`src/sv/ypvm_pkg.sv`:
```
// Shared types, constants and the arctangent table for the view matrix core.
package ypvm_pkg;

  // Fixed-point widths.
  localparam int AngleW = 14;
  localparam int YawW   = 15;
  localparam int PosW   = 32;
  localparam int BasisW = 16;
  localparam int XyW    = 34;   // Q2.30 with headroom
  localparam int ZW     = 28;   // Q.24 angle with headroom
  localparam int AtanEntries = 24;

  // Constants of the angle reduction and the CORDIC start value.
  localparam logic signed [XyW-1:0]    CordicGain = XyW'(64'sd652032874);
  localparam logic signed [ZW-1:0]     PiQ24      = ZW'(64'sd52707179);
  localparam logic signed [ZW-1:0]     HalfPiQ24  = ZW'(64'sd26353589);
  localparam logic [YawW-1:0]          TwoPiQ12   = YawW'(25736);
  localparam logic signed [AngleW-1:0] PitchLimit = AngleW'(6144);
  localparam logic signed [17:0]       OneQ14     = 18'sd16384;

  typedef logic signed [BasisW-1:0] q14_t;
  typedef logic signed [PosW-1:0]   q16_t;

  typedef struct packed {
    q14_t x;
    q14_t y;
    q14_t z;
  } vec_t;

  typedef struct packed {
    q16_t x;
    q16_t y;
    q16_t z;
  } pos_t;

  // Arctangent of 2^-i in Q.24.
  function automatic logic signed [ZW-1:0] atan_q24(input int i);
    logic signed [ZW-1:0] r;
    unique case (i)
      0:  r = ZW'(13176795);
      1:  r = ZW'(7778716);
      2:  r = ZW'(4110060);
      3:  r = ZW'(2086331);
      4:  r = ZW'(1047214);
      5:  r = ZW'(524117);
      6:  r = ZW'(262123);
      7:  r = ZW'(131069);
      8:  r = ZW'(65536);
      9:  r = ZW'(32768);
      10: r = ZW'(16384);
      11: r = ZW'(8192);
      12: r = ZW'(4096);
      13: r = ZW'(2048);
      14: r = ZW'(1024);
      15: r = ZW'(512);
      16: r = ZW'(256);
      17: r = ZW'(128);
      18: r = ZW'(64);
      19: r = ZW'(32);
      20: r = ZW'(16);
      21: r = ZW'(8);
      22: r = ZW'(4);
      23: r = ZW'(2);
      default: r = '0;
    endcase
    return r;
  endfunction

endpackage

```
`src/sv/ypvm_cordic.sv`:
```
// Pipelined rotation-mode CORDIC giving rounded Q1.14 sine and cosine.
module ypvm_cordic import ypvm_pkg::*; #(
  parameter int ITER = 16
) (
  input  logic                 clk,
  input  logic signed [ZW-1:0] angle,
  output q14_t                 sin_val,
  output q14_t                 cos_val
);

  logic signed [XyW-1:0] x [ITER+1];
  logic signed [XyW-1:0] y [ITER+1];
  logic signed [ZW-1:0]  z [ITER+1];
  logic signed [17:0]    cos_rnd;
  logic signed [17:0]    sin_rnd;

  // The first step starts from the gain-corrected unit vector.
  assign x[0] = CordicGain;
  assign y[0] = '0;
  assign z[0] = angle;

  // One micro-rotation per register stage.
  for (genvar i = 0; i < ITER; i++) begin : g_step
    always_ff @(posedge clk) begin
      if (z[i] >= 0) begin
        x[i+1] <= x[i] - (y[i] >>> i);
        y[i+1] <= y[i] + (x[i] >>> i);
        z[i+1] <= z[i] - atan_q24(i);
      end else begin
        x[i+1] <= x[i] + (y[i] >>> i);
        y[i+1] <= y[i] - (x[i] >>> i);
        z[i+1] <= z[i] + atan_q24(i);
      end
    end
  end

  // Round Q2.30 to Q1.14 and clamp to plus or minus one.
  assign cos_rnd = 18'((x[ITER] + XyW'(32768)) >>> 16);
  assign sin_rnd = 18'((y[ITER] + XyW'(32768)) >>> 16);

  always_ff @(posedge clk) begin
    if (cos_rnd > OneQ14)       cos_val <= q14_t'(OneQ14);
    else if (cos_rnd < -OneQ14) cos_val <= q14_t'(-OneQ14);
    else                        cos_val <= q14_t'(cos_rnd);
    if (sin_rnd > OneQ14)       sin_val <= q14_t'(OneQ14);
    else if (sin_rnd < -OneQ14) sin_val <= q14_t'(-OneQ14);
    else                        sin_val <= q14_t'(sin_rnd);
  end

endmodule

```
`config.mk`:
```
export PLATFORM = sky130hd
export DESIGN_NAME = ypvm_cordic
export DESIGN_NICKNAME = d
export VERILOG_FILES = /design/src/sv/ypvm_pkg.sv /design/src/sv/ypvm_cordic.sv
export SDC_FILE = /design/constraint.sdc
export NUM_CORES = 2
export LEC_CHECK = 0
export BUFFER_PORTS_ARGS = -buffer_cell sky130_fd_sc_hd__buf_2
export CORE_MARGIN = 3
export CORE_UTILIZATION = 32
export CTS_CLUSTER_DIAMETER = 50
export DETAILED_ROUTE_END_ITERATION = 16
export MAX_ROUTING_LAYER = met4
export PLACE_DENSITY = 0.57
export SLEW_MARGIN = 20
export SYNTH_ARGS = -nofsm -noshare
export SYNTH_HDL_FRONTEND = slang
export SYNTH_SLANG_ARGS = --single-unit
```
`constraint.sdc`:
```
create_clock -name clk -period 8.55 [get_ports clk]
set_input_delay 1.71 -clock clk [delete_from_list [all_inputs] [get_ports clk]]
set_output_delay 1.71 -clock clk [all_outputs]
set_load 0.005 [all_outputs]
```
==> metrics list <==
- Dividing the final minimum period by the clock period gives 0.695.
- The share of synthesized area in the top cell type comes to 0.278.
* Dominant cells by area after synthesis: dfxtp_1, ha_1, xnor2_1
* CTS max path bufs: 4
- Cell at the root of the clock tree: clkbuf_16
* Total global routing track utilization: 0.166
* Max-cap violations: 0
* Final Net Count: 13200
* CP peak stage delay: 670 ps
- Standard-cell row count: 204
* DRC violations left: 0
* Max transition margin: 0.233
- Data on the critical path is required at its endpoint by 9260 ps.
- Distinct cell type count of the synthesized netlist: 101
- Worst-Skew Late Latency: 840 ps
- Worst min-delay path class: reg -> reg
- In the synthesized netlist the async set-or-reset flop fraction comes to 0.
- Dividing the detail-routed wire length by the instance count gives 16.4 um.
- Compared with the post-synthesis result, the final layout area differs by 11.6%.
* Die area: 320000 sq um
- Routability-driven placement finished with a final weighted congestion of 0.911.
* Routed via count: 81800
- Die width: 565 um
- Maximum fanout along the worst path: 45
* Post-route clock skew: 71.8 ps
- CP Capture Type: flip-flop
- At the pin with the least slew margin, the transition time is 1150 ps.
* DRC marker count from the first detailed-route iteration: 4857
- Most instantiated library cell after synthesis: dfxtp_1
- The count of final max-slew check failures was 0.
- From bottom edge to top edge, the die measures 565 um.
- Setup violations remaining at the end of the flow were counted as 0.
- In this design, the critical path's most frequently occurring cell is o21ai_0.
* Total clock buffers created by CTS: 186
- Synthesis produced a netlist with a net count of 13100.
* 1st-pass router iterations: 6
- Vias in the first global route: 78600
- Summed over all nets, the half-perimeter wirelength after detailed placement is 215000 um.
- R2R Setup Slk: 2610 ps
- 61 I/O pins were placed.
- Post-route design area: 112000 sq um
* Starting density of the core: 0.323
- Crit path max-delay family: compound AO/OA/AOI/OAI gates
- TritonCTS built the clock tree.
* Max H-tree Level: 4
* Cell Area, Placed: 105000 sq um
- The slowest stage of the critical path belongs to the cell o41ai_1.
- Highest Clock Rate: 0.168 GHz
* Yosys top cell by area: dfxtp_1
- Global-route wire length before repair: 426000 um
* Number of enable-type register cells in the synthesized netlist: 0
* Critical path buffers and inverters: 4
- Clock Pin Slew Worst Setup and Hold Paths: 60 ps
* Average cell area after synthesis: 8.53 sq um
* Layout fillers: 32100
- The worst setup path is of the reg -> reg kind.
- In the synthesized netlist the dominant register cell turns out to be dfxtp_1.
- The share of the Yosys chip area taken by registers is 0.278.
- CTS sink count: 1392
- Vias per cell: 5.07
- Buffers inserted during post-CTS setup optimization: 0
- In the final timing run, aggregate negative setup slack is 0 ps.
- The critical path goes through inv_1 -> ha_1 -> nor4b_1 -> nand4_1 -> nor2_1 -> nor2_4 -> buf_12 -> inv_1 -> buf_4 -> nor2_1 -> xor2_1 -> ha_1 -> nor2b_1 -> o21ai_0 -> a21oi_1 -> o41ai_1 -> o21ai_0 -> o21ai_0 -> o21ai_0 -> a211o_1 -> a21oi_1 -> o21bai_1 -> a21oi_1 -> xnor2_1.
* Post-CTS Resized: 0
* Data arrival time of the critical path: 6660 ps
- By count the netlist is led by dfxtp_1, ha_1, xnor2_1.
* Number of register bits inferred by synthesis: 1392
* Number of antenna violations at the first check in global routing: 3
* Maximum number of pins on one net before global-route repair: 66
* Final Hold Violating Endpoints: 0
* Hold buffers post-CTS: 0
- CP startpoint kind: flip-flop
* Number of instances in the synthesized netlist: 11700
- Post-route ant nets: 0
- The run finished with clean final reports.
* Number of warnings issued by yosys: 0
* Unrepaired setup endpoints after global routing: false
* Grt ovf: 0
* Core region area: 310000 sq um
* Final-layout worst hold slack: 328 ps
* Count of input and output buffers: 60
* Clock period minus final worst setup slack: 5940 ps
- Summing every instance area after synthesis gives 100000 sq um.
* Final wirelength: 265000 um
* Share of cells above drive strength 1: 0.0481
## layer usage
| layer | track usage | vias to the layer above | part of all wire |
|---|---|---|---|
| met5 | - | - | 0 |
| met2 | 0.279 | 1300 | 0.47 |
| met1 | 0.210 | 37700 | 0.47 |
| li1 | - | 42400 | - |
| met4 | 0.0409 | 0 | 0.024 |
| met3 | 0.0197 | 375 | 0.033 |
## metrics by stage
step                      instances   util  worst slack [ps]
final                         16100  0.360              2610
after global routing          16100  0.360              1990
after CTS                     16100  0.360              2430
after detailed placement      15800  0.339              2480
after global placement        15800  0.339              2500
after floorplan               11700      -              2270
## cells in the final DEF, fill, tap and decap left out, drive strengths merged, types with 83 or more instances in the layout
cell | netlist | final
a21oi | 1035 | 1035
nor2 | 887 | 887
nor4 | 147 | 147
o21bai | 131 | 131
clkbuf | 151 | 221
xnor2 | 1145 | 1145
ha | 1272 | 1272
and3 | 87 | 87
inv | 558 | 600
nor3 | 252 | 252
buf | 14 | 98
a31oi | 83 | 83
nand4 | 95 | 95
o31ai | 184 | 184
nand2 | 715 | 715
or3 | 104 | 104
a21o | 480 | 480
o21a | 190 | 190
nand2b | 222 | 222
xor2 | 601 | 601
dfxtp | 1392 | 1392
nand3 | 189 | 189
nor2b | 207 | 207
o21ai | 699 | 699
## cells by family after synthesis
group	count (synthesis)	synth area share
adder cells (fa/ha/maj)	1316	0.168
buffers and inverters	726	0.0272
multiplexers	70	0.00727
AO/OA/AOI/OAI	3317	0.210
AND/OR/NAND/NOR	3170	0.156
XOR/XNOR	1747	0.153
flip-flops	1392	0.278
other	1	0.0000375
## worst paths after layout
kind | cells after the start | startpoint | end
worst min-delay path | 0 | z[202]$_DFF_P_ | z[174]$_DFF_P_
worst min register to register | 0 | z[202]$_DFF_P_ | z[174]$_DFF_P_
worst max register to register | 24 | z[307]$_DFF_P_ | y[338]$_DFF_P_
worst max-delay path | 24 | z[307]$_DFF_P_ | y[338]$_DFF_P_
## registers in the layout, indices dropped and copies added, names as in the netlist
name / flops
y: 496
x: 471
z: 393
cos_val: 16
sin_val: 16
## cell type report
cell class | count | area, sq um | share of cell area
tap | 4120 | 5150 | 0.0461
clock buffer | 221 | 5070 | 0.0454
multi-input combinational | 9621 | 69600 | 0.623
inverter | 561 | 2110 | 0.0189
clock inverter | 108 | 1330 | 0.0119
timing repair buffer | 98 | 598 | 0.00535
sequential | 1392 | 27900 | 0.249
antenna | 3 | 7.51 | 0.0000672
Power is not shown: default switching activity piles up to over one toggle a cycle in this logic, so the estimate is an artifact.
